===== config.mk =====
export PLATFORM = sky130hd
export DESIGN_NAME = utf8_stream_decoder_top_flat
export DESIGN_NICKNAME = d
export VERILOG_FILES = /design/src/rtl/u8d_pkg.sv /design/src/rtl/u8d_in_if.sv /design/src/rtl/u8d_out_if.sv /design/src/rtl/u8d_ctrl.sv /design/src/rtl/u8d_datapath.sv /design/src/rtl/utf8_stream_decoder_top.sv /design/src/flat_wrapper.sv
export SDC_FILE = /design/constraint.sdc
export NUM_CORES = 1
export LEC_CHECK = 0
export ABC_AREA = 0
export ABC_CLOCK_PERIOD_IN_PS = 12200
export BUFFER_PORTS_ARGS = -buffer_cell sky130_fd_sc_hd__buf_2
export CORE_UTILIZATION = 50
export CTS_CLUSTER_DIAMETER = 80
export DETAILED_ROUTE_END_ITERATION = 6
export PLACE_DENSITY = 0.65
export SETUP_SLACK_MARGIN = 0.02
export SLEW_MARGIN = 20
export SYNTH_ARGS = -nofsm -noshare
export SYNTH_HDL_FRONTEND = slang
export SYNTH_SLANG_ARGS = --single-unit

===== constraint.sdc =====
create_clock -name clk -period 12.2 [get_ports clk]
set_input_delay 1.83 -clock clk [delete_from_list [all_inputs] [get_ports clk]]
set_output_delay 1.83 -clock clk [all_outputs]
set_load 0.05 [all_outputs]

===== src/rtl/u8d_pkg.sv =====
`default_nettype none
// ----------------------------------------------------------------------------
// u8d_pkg
// Shared types and constants for the UTF-8 stream decoder.
// ----------------------------------------------------------------------------
package u8d_pkg;

	localparam int unsigned MAX_RES = 4;
	localparam int unsigned PEND_DEPTH = 3;

	localparam logic [7:0] CONT_MASK  = 8'hC0;
	localparam logic [7:0] CONT_TAG   = 8'h80;
	localparam logic [7:0] LEAD2_MASK = 8'hE0;
	localparam logic [7:0] LEAD2_TAG  = 8'hC0;
	localparam logic [7:0] LEAD3_MASK = 8'hF0;
	localparam logic [7:0] LEAD3_TAG  = 8'hE0;
	localparam logic [7:0] LEAD4_MASK = 8'hF8;
	localparam logic [7:0] LEAD4_TAG  = 8'hF0;
	localparam logic [7:0] PAYLOAD_MASK = 8'h3F;
	localparam logic [7:0] ASCII_MAX  = 8'h7F;

	localparam logic [20:0] MIN_CP2  = 21'h000080;
	localparam logic [20:0] MIN_CP3  = 21'h000800;
	localparam logic [20:0] SURR_LO  = 21'h00D800;
	localparam logic [20:0] SURR_HI  = 21'h00DFFF;
	localparam logic [20:0] MIN_CP4  = 21'h010000;
	localparam logic [20:0] MAX_CP   = 21'h10FFFF;

	// sequence lengths held in the expected-length register
	localparam logic [2:0] LEN_NONE = 3'd0;
	localparam logic [2:0] LEN_ONE  = 3'd1;
	localparam logic [2:0] LEN_TWO  = 3'd2;
	localparam logic [2:0] LEN_THREE = 3'd3;
	localparam logic [2:0] LEN_FOUR = 3'd4;

	typedef enum logic {
		ST_IDLE,
		ST_EMIT
	} ctrl_state_t;

	typedef struct packed {
		logic [20:0] code_point;
		logic        is_valid;
		logic [2:0]  byte_count;
	} res_t;

	typedef struct packed {
		logic       load;
		logic [1:0] head;
		logic       last;
	} dp_cmd_t;

	typedef struct packed {
		logic [2:0] n_res;
	} dp_stat_t;

endpackage : u8d_pkg
`default_nettype wire


===== src/rtl/u8d_in_if.sv =====
`default_nettype none
// ----------------------------------------------------------------------------
// u8d_in_if
// Byte channel into the decoder: valid/ready plus text byte and end mark.
// ----------------------------------------------------------------------------
interface u8d_in_if;
	logic       valid;
	logic       ready;
	logic [7:0] text_byte;
	logic       end_of_text;

	modport source (output valid, output text_byte, output end_of_text, input ready);
	modport sink   (input valid, input text_byte, input end_of_text, output ready);
endinterface : u8d_in_if
`default_nettype wire


===== src/rtl/u8d_out_if.sv =====
`default_nettype none
// ----------------------------------------------------------------------------
// u8d_out_if
// Result channel out of the decoder: valid/ready plus one decoded result.
// ----------------------------------------------------------------------------
interface u8d_out_if;
	logic        valid;
	logic        ready;
	logic [20:0] code_point;
	logic        is_valid;
	logic [2:0]  byte_count;
	logic        run_last;
	logic        text_done;

	modport source (output valid, output code_point, output is_valid, output byte_count,
		output run_last, output text_done, input ready);
	modport sink   (input valid, input code_point, input is_valid, input byte_count,
		input run_last, input text_done, output ready);
endinterface : u8d_out_if
`default_nettype wire


===== src/rtl/u8d_ctrl.sv =====
`default_nettype none
// ----------------------------------------------------------------------------
// u8d_ctrl
// Controller: accepts bytes and sequences the result list out one beat at
// a time.
// ----------------------------------------------------------------------------
module u8d_ctrl (
	input  wire logic              clk,
	input  wire logic              arst_n,
	input  wire logic              in_valid,
	output logic                   in_ready,
	output logic                   out_valid,
	input  wire logic              out_ready,
	input  wire u8d_pkg::dp_stat_t stat,
	output u8d_pkg::dp_cmd_t       cmd
);
	import u8d_pkg::*;

	ctrl_state_t state_q, state_d;
	logic [2:0]  rem_q, rem_d;
	logic [1:0]  head_q, head_d;
	logic        in_fire, out_fire;

	always_ff @(posedge clk or negedge arst_n) begin
		if (!arst_n) begin
			state_q <= ST_IDLE;
			rem_q   <= 3'd0;
			head_q  <= 2'd0;
		end else begin
			state_q <= state_d;
			rem_q   <= rem_d;
			head_q  <= head_d;
		end
	end

	always_comb begin
		out_valid = (state_q == ST_EMIT);
		// a new byte may come in alongside the final beat of the previous one
		in_ready  = (state_q == ST_IDLE) || (rem_q == 3'd1 && out_ready);
		in_fire   = in_valid && in_ready;
		out_fire  = out_valid && out_ready;

		state_d = state_q;
		rem_d   = rem_q;
		head_d  = head_q;

		unique case (state_q)
			ST_IDLE: begin
			end
			ST_EMIT: begin
				if (out_fire) begin
					rem_d  = rem_q - 3'd1;
					head_d = head_q + 2'd1;
					if (rem_q == 3'd1) begin
						state_d = ST_IDLE;
					end
				end
			end
			default: begin
				state_d = ST_IDLE;
			end
		endcase

		if (in_fire && stat.n_res != 3'd0) begin
			state_d = ST_EMIT;
			rem_d   = stat.n_res;
			head_d  = 2'd0;
		end

		cmd.load = in_fire;
		cmd.head = head_q;
		cmd.last = (rem_q == 3'd1);
	end

endmodule : u8d_ctrl
`default_nettype wire


===== src/rtl/u8d_datapath.sv =====
`default_nettype none
// ----------------------------------------------------------------------------
// u8d_datapath
// Pending-byte buffer, sequence decode and validation, and the result list
// that the controller drains.
// ----------------------------------------------------------------------------
module u8d_datapath (
	input  wire logic             clk,
	input  wire logic             arst_n,
	input  wire logic [7:0]       text_byte,
	input  wire logic             end_of_text,
	input  wire u8d_pkg::dp_cmd_t cmd,
	output u8d_pkg::dp_stat_t     stat,
	output logic [20:0]           code_point,
	output logic                  is_valid,
	output logic [2:0]            byte_count,
	output logic                  run_last,
	output logic                  text_done
);
	import u8d_pkg::*;

	logic [7:0] pend_q [PEND_DEPTH];
	logic [7:0] pend_d [PEND_DEPTH];
	logic [1:0] pcnt_q, pcnt_d;
	logic [2:0] elen_q, elen_d;
	res_t       list_q [MAX_RES];
	res_t       list_d [MAX_RES];
	logic       eot_q;

	logic        is_cont, seq_open, finish;
	logic        ok_fin, fail_fin, append, new_lead;
	logic        lead_ascii;
	logic [2:0]  lead_len;
	logic [20:0] cp;
	logic        cp_ok;
	logic [1:0]  pfx;
	logic        has_tail;
	res_t        tail;

	always_comb begin
		is_cont  = (text_byte & CONT_MASK) == CONT_TAG;
		seq_open = (elen_q != LEN_NONE);
		finish   = ({1'b0, pcnt_q} + 3'd1 >= elen_q) || (pcnt_q == 2'd3);

		lead_ascii = (text_byte <= ASCII_MAX);
		priority if ((text_byte & LEAD2_MASK) == LEAD2_TAG) lead_len = LEN_TWO;
		else if ((text_byte & LEAD3_MASK) == LEAD3_TAG)     lead_len = LEN_THREE;
		else if ((text_byte & LEAD4_MASK) == LEAD4_TAG)     lead_len = LEN_FOUR;
		else                                                lead_len = LEN_NONE;

		unique case (elen_q)
			LEN_TWO: begin
				cp    = {10'd0, pend_q[0][4:0], text_byte[5:0]};
				cp_ok = cp >= MIN_CP2;
			end
			LEN_THREE: begin
				cp    = {5'd0, pend_q[0][3:0], pend_q[1][5:0], text_byte[5:0]};
				cp_ok = (cp >= MIN_CP3) && !(cp >= SURR_LO && cp <= SURR_HI);
			end
			default: begin
				cp    = {pend_q[0][2:0], pend_q[1][5:0], pend_q[2][5:0],
					text_byte[5:0]};
				cp_ok = (cp >= MIN_CP4) && (cp <= MAX_CP);
			end
		endcase

		ok_fin   = seq_open && is_cont && finish && cp_ok;
		fail_fin = seq_open && is_cont && finish && !cp_ok;
		append   = seq_open && is_cont && !finish;
		new_lead = !(seq_open && is_cont);

		// buffered bytes that go out as invalid beats ahead of the tail
		pfx = (seq_open && (!is_cont || fail_fin || (append && end_of_text))) ? pcnt_q : 2'd0;

		tail.code_point = {13'd0, text_byte};
		tail.is_valid   = 1'b0;
		tail.byte_count = LEN_ONE;
		has_tail        = 1'b0;
		if (ok_fin) begin
			tail.code_point = cp;
			tail.is_valid   = 1'b1;
			tail.byte_count = elen_q;
			has_tail        = 1'b1;
		end else if (fail_fin) begin
			has_tail = 1'b1;
		end else if (append) begin
			has_tail = end_of_text;
		end else if (lead_ascii) begin
			tail.is_valid = 1'b1;
			has_tail      = 1'b1;
		end else if (lead_len == LEN_NONE) begin
			has_tail = 1'b1;
		end else begin
			// a lone lead at end of text is flushed straight away
			has_tail = end_of_text;
		end

		for (int i = 0; i < PEND_DEPTH; i++) begin
			if (i < pfx) begin
				list_d[i].code_point = {13'd0, pend_q[2'(i)]};
				list_d[i].is_valid   = 1'b0;
				list_d[i].byte_count = LEN_ONE;
			end else begin
				list_d[i] = tail;
			end
		end
		list_d[MAX_RES-1] = tail;

		stat.n_res = {1'b0, pfx} + {2'd0, has_tail};

		pend_d = pend_q;
		pcnt_d = 2'd0;
		elen_d = LEN_NONE;
		if (append && !end_of_text) begin
			pend_d[pcnt_q] = text_byte;
			pcnt_d         = pcnt_q + 2'd1;
			elen_d         = elen_q;
		end else if (new_lead && !lead_ascii && lead_len != LEN_NONE && !end_of_text) begin
			pend_d[0] = text_byte;
			pcnt_d    = 2'd1;
			elen_d    = lead_len;
		end
	end

	always_ff @(posedge clk or negedge arst_n) begin
		if (!arst_n) begin
			for (int i = 0; i < PEND_DEPTH; i++) begin
				pend_q[i] <= 8'd0;
			end
			pcnt_q <= 2'd0;
			elen_q <= LEN_NONE;
		end else if (cmd.load) begin
			pend_q <= pend_d;
			pcnt_q <= pcnt_d;
			elen_q <= elen_d;
		end
	end

	always_ff @(posedge clk) begin
		if (cmd.load) begin
			list_q <= list_d;
			eot_q  <= end_of_text;
		end
	end

	always_comb begin
		code_point = list_q[cmd.head].code_point;
		is_valid   = list_q[cmd.head].is_valid;
		byte_count = list_q[cmd.head].byte_count;
		run_last   = cmd.last;
		text_done  = cmd.last && eot_q;
	end

endmodule : u8d_datapath
`default_nettype wire


===== src/rtl/utf8_stream_decoder_top.sv =====
`default_nettype none
// ----------------------------------------------------------------------------
// utf8_stream_decoder_top
// UTF-8 decoder with validation over a byte stream.
// ----------------------------------------------------------------------------
// One byte enters per accepted beat on the text channel. The results of a
// byte are held in a four-entry list and leave through the result channel
// one per cycle while the result channel is ready, and the next byte is
// taken in the same cycle as the last result of the previous one is taken.
// Well-formed text therefore runs at one byte per cycle while results are
// taken as offered; a rejected sequence holds off the next byte while its
// buffered bytes leave as separate results. Bytes that only open or extend
// a sequence produce no result. Results carry run_last on the final beat of
// each byte and text_done on the final beat of a byte marked end_of_text.
// ----------------------------------------------------------------------------
module utf8_stream_decoder_top (
	input  wire logic clk,
	input  wire logic arst_n,
	u8d_in_if.sink    text,
	u8d_out_if.source result
);
	import u8d_pkg::*;

	dp_cmd_t  cmd;
	dp_stat_t stat;

	u8d_ctrl u_ctrl (
		.clk       (clk),
		.arst_n    (arst_n),
		.in_valid  (text.valid),
		.in_ready  (text.ready),
		.out_valid (result.valid),
		.out_ready (result.ready),
		.stat      (stat),
		.cmd       (cmd)
	);

	u8d_datapath u_dp (
		.clk         (clk),
		.arst_n      (arst_n),
		.text_byte   (text.text_byte),
		.end_of_text (text.end_of_text),
		.cmd         (cmd),
		.stat        (stat),
		.code_point  (result.code_point),
		.is_valid    (result.is_valid),
		.byte_count  (result.byte_count),
		.run_last    (result.run_last),
		.text_done   (result.text_done)
	);

	// a byte is only taken once every earlier result has gone or is going
	a_accept_after_drain : assert property (@(posedge clk) disable iff (!arst_n)
		text.valid && text.ready |-> !result.valid || (result.ready && result.run_last))
	else $error("byte accepted while results still queued");

	a_done_is_last : assert property (@(posedge clk) disable iff (!arst_n)
		result.valid && result.text_done |-> result.run_last)
	else $error("text_done without run_last");

	a_invalid_single : assert property (@(posedge clk) disable iff (!arst_n)
		result.valid && !result.is_valid |-> result.byte_count == LEN_ONE)
	else $error("rejected beat with byte_count other than one");

	a_end_gives_result : assert property (@(posedge clk) disable iff (!arst_n)
		text.valid && text.ready && text.end_of_text |=> result.valid)
	else $error("end of text produced no result");

endmodule : utf8_stream_decoder_top
`default_nettype wire

===== src/flat_wrapper.sv =====
// flat-port wrapper written by rule: the top's interface ports become plain ports
module utf8_stream_decoder_top_flat import u8d_pkg::*;
  (clk, arst_n, text_valid, text_text_byte, text_end_of_text, text_ready, result_valid, result_code_point, result_is_valid, result_byte_count, result_run_last, result_text_done, result_ready);
  u8d_in_if text_i ();
  u8d_out_if result_i ();
  input  wire logic clk;
  input  wire logic arst_n;
  input wire logic [$bits(text_i.valid)-1:0] text_valid;
  input wire logic [$bits(text_i.text_byte)-1:0] text_text_byte;
  input wire logic [$bits(text_i.end_of_text)-1:0] text_end_of_text;
  output wire logic [$bits(text_i.ready)-1:0] text_ready;
  output wire logic [$bits(result_i.valid)-1:0] result_valid;
  output wire logic [$bits(result_i.code_point)-1:0] result_code_point;
  output wire logic [$bits(result_i.is_valid)-1:0] result_is_valid;
  output wire logic [$bits(result_i.byte_count)-1:0] result_byte_count;
  output wire logic [$bits(result_i.run_last)-1:0] result_run_last;
  output wire logic [$bits(result_i.text_done)-1:0] result_text_done;
  input wire logic [$bits(result_i.ready)-1:0] result_ready;
  assign text_i.valid = text_valid;
  assign text_i.text_byte = text_text_byte;
  assign text_i.end_of_text = text_end_of_text;
  assign text_ready = text_i.ready;
  assign result_valid = result_i.valid;
  assign result_code_point = result_i.code_point;
  assign result_is_valid = result_i.is_valid;
  assign result_byte_count = result_i.byte_count;
  assign result_run_last = result_i.run_last;
  assign result_text_done = result_i.text_done;
  assign result_i.ready = result_ready;
  utf8_stream_decoder_top u_core (.clk(clk), .arst_n(arst_n), .text(text_i), .result(result_i));
endmodule

==> flow_metrics.py <==
metrics = {
    "sta": {
        "period_share_pct": 35.8,
        "clock-skew-final_ns": 0.0106,
        "rsz0062_at_grt": "false",
        "tns_ns": 0,
        "drv_slew": 0,
        "fmax_mhz": 229,
        "period_needed_ns": 4.37,
        "slew_headroom_pct": 35.9,
        "worst_pin_slew_ns": 0.962,
        "setup_violations": 0,
        "finalHoldViolations": 0,
    },
    "grt": {
        "gr-total-overflow": 0,
        "grt_pass1_wl_um": 19600,
        "antenna_found_initial": 0,
        "globalRouteTotalUtil_pct": 20.3,
        "grt_pass1_vias": 3731,
        "grt_max_degree": 73,
    },
    "clock_network": {
        "root_buffer": "clkbuf_16",
        "h-tree-depth": 4,
        "cts_sinks": 134,
        "clockBufferDepth": 2,
        "ctsResizeCount": 0,
        "clk_latency_ns": 0.41,
        "post-cts-setup-buffers": 0,
        "numCtsBuffers": 17,
        "cts_hold_buf": 0,
        "cts_tree": "yes",
        "path_clk_slew_ns": 0.06,
    },
    "yosys": {
        "synth_edf_count": 101,
        "synth.cell_area_mm2": 0.00637,
        "synthArstFlopShare_pct": 24.6,
        "syn_inst": 433,
        "yosysWarningCount": 0,
        "synth.avg_cell_area_um2": 14.7,
        "ys_seq_area_share_pct": 60.6,
        "ys_ff_latch": 134,
        "ys_types": 57,
        "synthesis.nets": 456,
        "ys.flop_type": "edfxtp_1",
    },
    "setup_path": {
        "rr_worst_depth": 12,
        "cp_max_fo": 4,
        "r2r_slack_ns": 8.60,
        "crit_type": "input pin to output pin",
        "critPathRequiredTime_ns": 10.37,
        "r2r-end": "u_core.u_ctrl.out_valid$_DFF_PN0_",
        "critPathArrivalTime_ns": 2.54,
        "cp-start-kind": "input pin",
        "critPathCaptureType": "output pin",
        "r2r-start": "u_core.u_dp.pcnt_q[0]$_DFFE_PN0P_",
    },
    "placement": {
        "placed_cells": 618,
        "post-dp-hpwl_um": 7600,
        "portBuffers": 41,
        "gp_congestion": 0.752,
    },
    "drt": {
        "wl_per_cell_um": 18.6,
        "wirelength_um": 12100,
        "vias": 3660,
        "drc": 0,
        "drt_pass1_iterations": 4,
        "drtAntennaViolNets": 0,
        "drtIter0Drc": 287,
        "avgViaCountPerCell": 5.63,
    },
    "status": {
        "status": "completed",
    },
    "die": {
        "coreArea_mm2": 0.0122,
        "rows": 40,
        "dieArea_mm2": 0.0132,
        "chipHeight_um": 115,
        "ios": 42,
        "chipWidth_um": 115,
        "start_util_pct": 52.2,
    },
    "power": {
        "power.density_mw_per_mm2": 250,
        "leakagePower_nw": 2.72,
        "ir_drop_v": 0.000118,
    },
    "min_path": {
        "hold_path.class": "flip-flop to flip-flop",
        "min_to": "u_core.u_dp.pend_q[23]$_DFFE_PN0P_",
        "min_path_cells": 1,
        "hp-start": "u_core.u_dp.pend_q[23]$_DFFE_PN0P_",
    },
    "final_layout": {
        "layout_common_cells": "edfxtp_1, buf_2, dfrtp_1",
        "n_antenna_cell": 0,
        "nNetsFinal": 492,
        "area_delta_synth_final_pct": 13.8,
        "final_layout_size_suffix_gt1_share_pct": 32.0,
        "finalNonFillerCells": 650,
        "post-route-util_pct": 59.4,
        "layout_commonest_cell": "edfxtp_1",
    },
    "job": {
        "maxCapViolCount": 0,
    },
}
cells in the mapped netlist, drive strengths merged, types with 5 or more instances:
cell | n | area [um^2]
edfxtp | 101 | 3030
mux2 | 34 | 409
dfrtp | 33 | 826
nor2 | 29 | 111
mux4 | 25 | 563
a21oi | 24 | 131
nand2 | 23 | 98.8
and3 | 22 | 138
buf | 15 | 108
and2 | 12 | 77.6
clkbuf | 12 | 45.0
ha | 10 | 125
nand3 | 10 | 55.1
a211oi | 9 | 72.6
inv | 9 | 33.8
o21ai | 9 | 52.6
mux2i | 5 | 50.1
nand2b | 5 | 38.8
nor2b | 5 | 38.8
or3 | 5 | 36.3
kinds of logic after synthesis:
logic type / after synthesis / share of synthesized area (%)
AO/OA/AOI/OAI: 63 / 7.23
AND/OR/NAND/NOR: 121 / 10.6
multiplexers: 64 / 16.0
adder cells (fa/ha/maj): 10 / 1.96
buffers and inverters: 36 / 2.93
XOR/XNOR: 5 / 0.687
flip-flops: 134 / 60.6
through the flow:
step / power [W] / hold WS [ns] / setup WS, ns / cell area (um^2)
floorplan: 0.00120 / 0.430 / 5.51 / 6370
global placement: 0.00131 / 0.447 / 7.83 / 6660
detailed placement: 0.00133 / 0.448 / 7.84 / 6660
CTS: 0.00183 / 0.465 / 7.83 / 7250
global route: 0.00189 / 0.507 / 7.78 / 7250
finish: 0.00181 / 0.465 / 7.83 / 7250
power by group:
part / leakage, nW / switching [W] / total (W) / internal (W)
clock network: 0.289 / 0.000179 / 0.000500 / 0.000320
logic: 1.07 / 0.000427 / 0.000635 / 0.000208
registers: 1.37 / 0.0000772 / 0.000676 / 0.000599
total: 2.72 / 0.000683 / 0.00181 / 0.00113
critical path: stages:
cell	delay, ns
buf_2	0.11
nand3b_1	0.08
and2_1	0.19
inv_1	0.07
buf_2	0.25
flip-flops by register name, summed over array words and instances (netlist names):
register                 count
u_core.u_dp.eot_q            1
u_core.u_dp.elen_q           3
u_core.u_dp.pend_q          22
u_core.u_ctrl.head_q         2
u_core.u_dp.pcnt_q           2
u_core.u_ctrl.out_valid      1
u_core.u_ctrl.rem_q          3
u_core.u_dp.list_q         100
how the worst max path moves through the flow:
stage	from	end	slack, ns	cells after the start
after global placement	result_ready	text_ready	7.83	5
after CTS	result_ready	text_ready	7.83	5
after global routing	result_ready	text_ready	7.78	5
after floorplan	result_ready	u_core.u_ctrl.rem_q[0]$_DFFE_PN0P_	5.51	8
after detailed placement	result_ready	text_ready	7.84	5
final	result_ready	text_ready	7.83	5
cell type report:
type                       count  area, um^2
clock buffer                  23         488
clock inverter                 9         100
fill                        1007        4960
inverter                       9        36.3
multi-input combinational    263        2330
sequential                   134        3860
tap                          168         210
timing repair buffer          44         228
per-layer routing:
| layer | global-route usage, % | wire (um) | part of all wire (%) |
|---|---|---|---|
| met4 | 6.58 | 79 | 0.65 |
| met2 | 33.7 | 6070 | 50 |
| met3 | 5.06 | 409 | 3.4 |
| met5 | 0 | 0 | 0 |
| met1 | 26.3 | 5560 | 46 |
No activity file was read; power rests on OpenSTA's default activity.
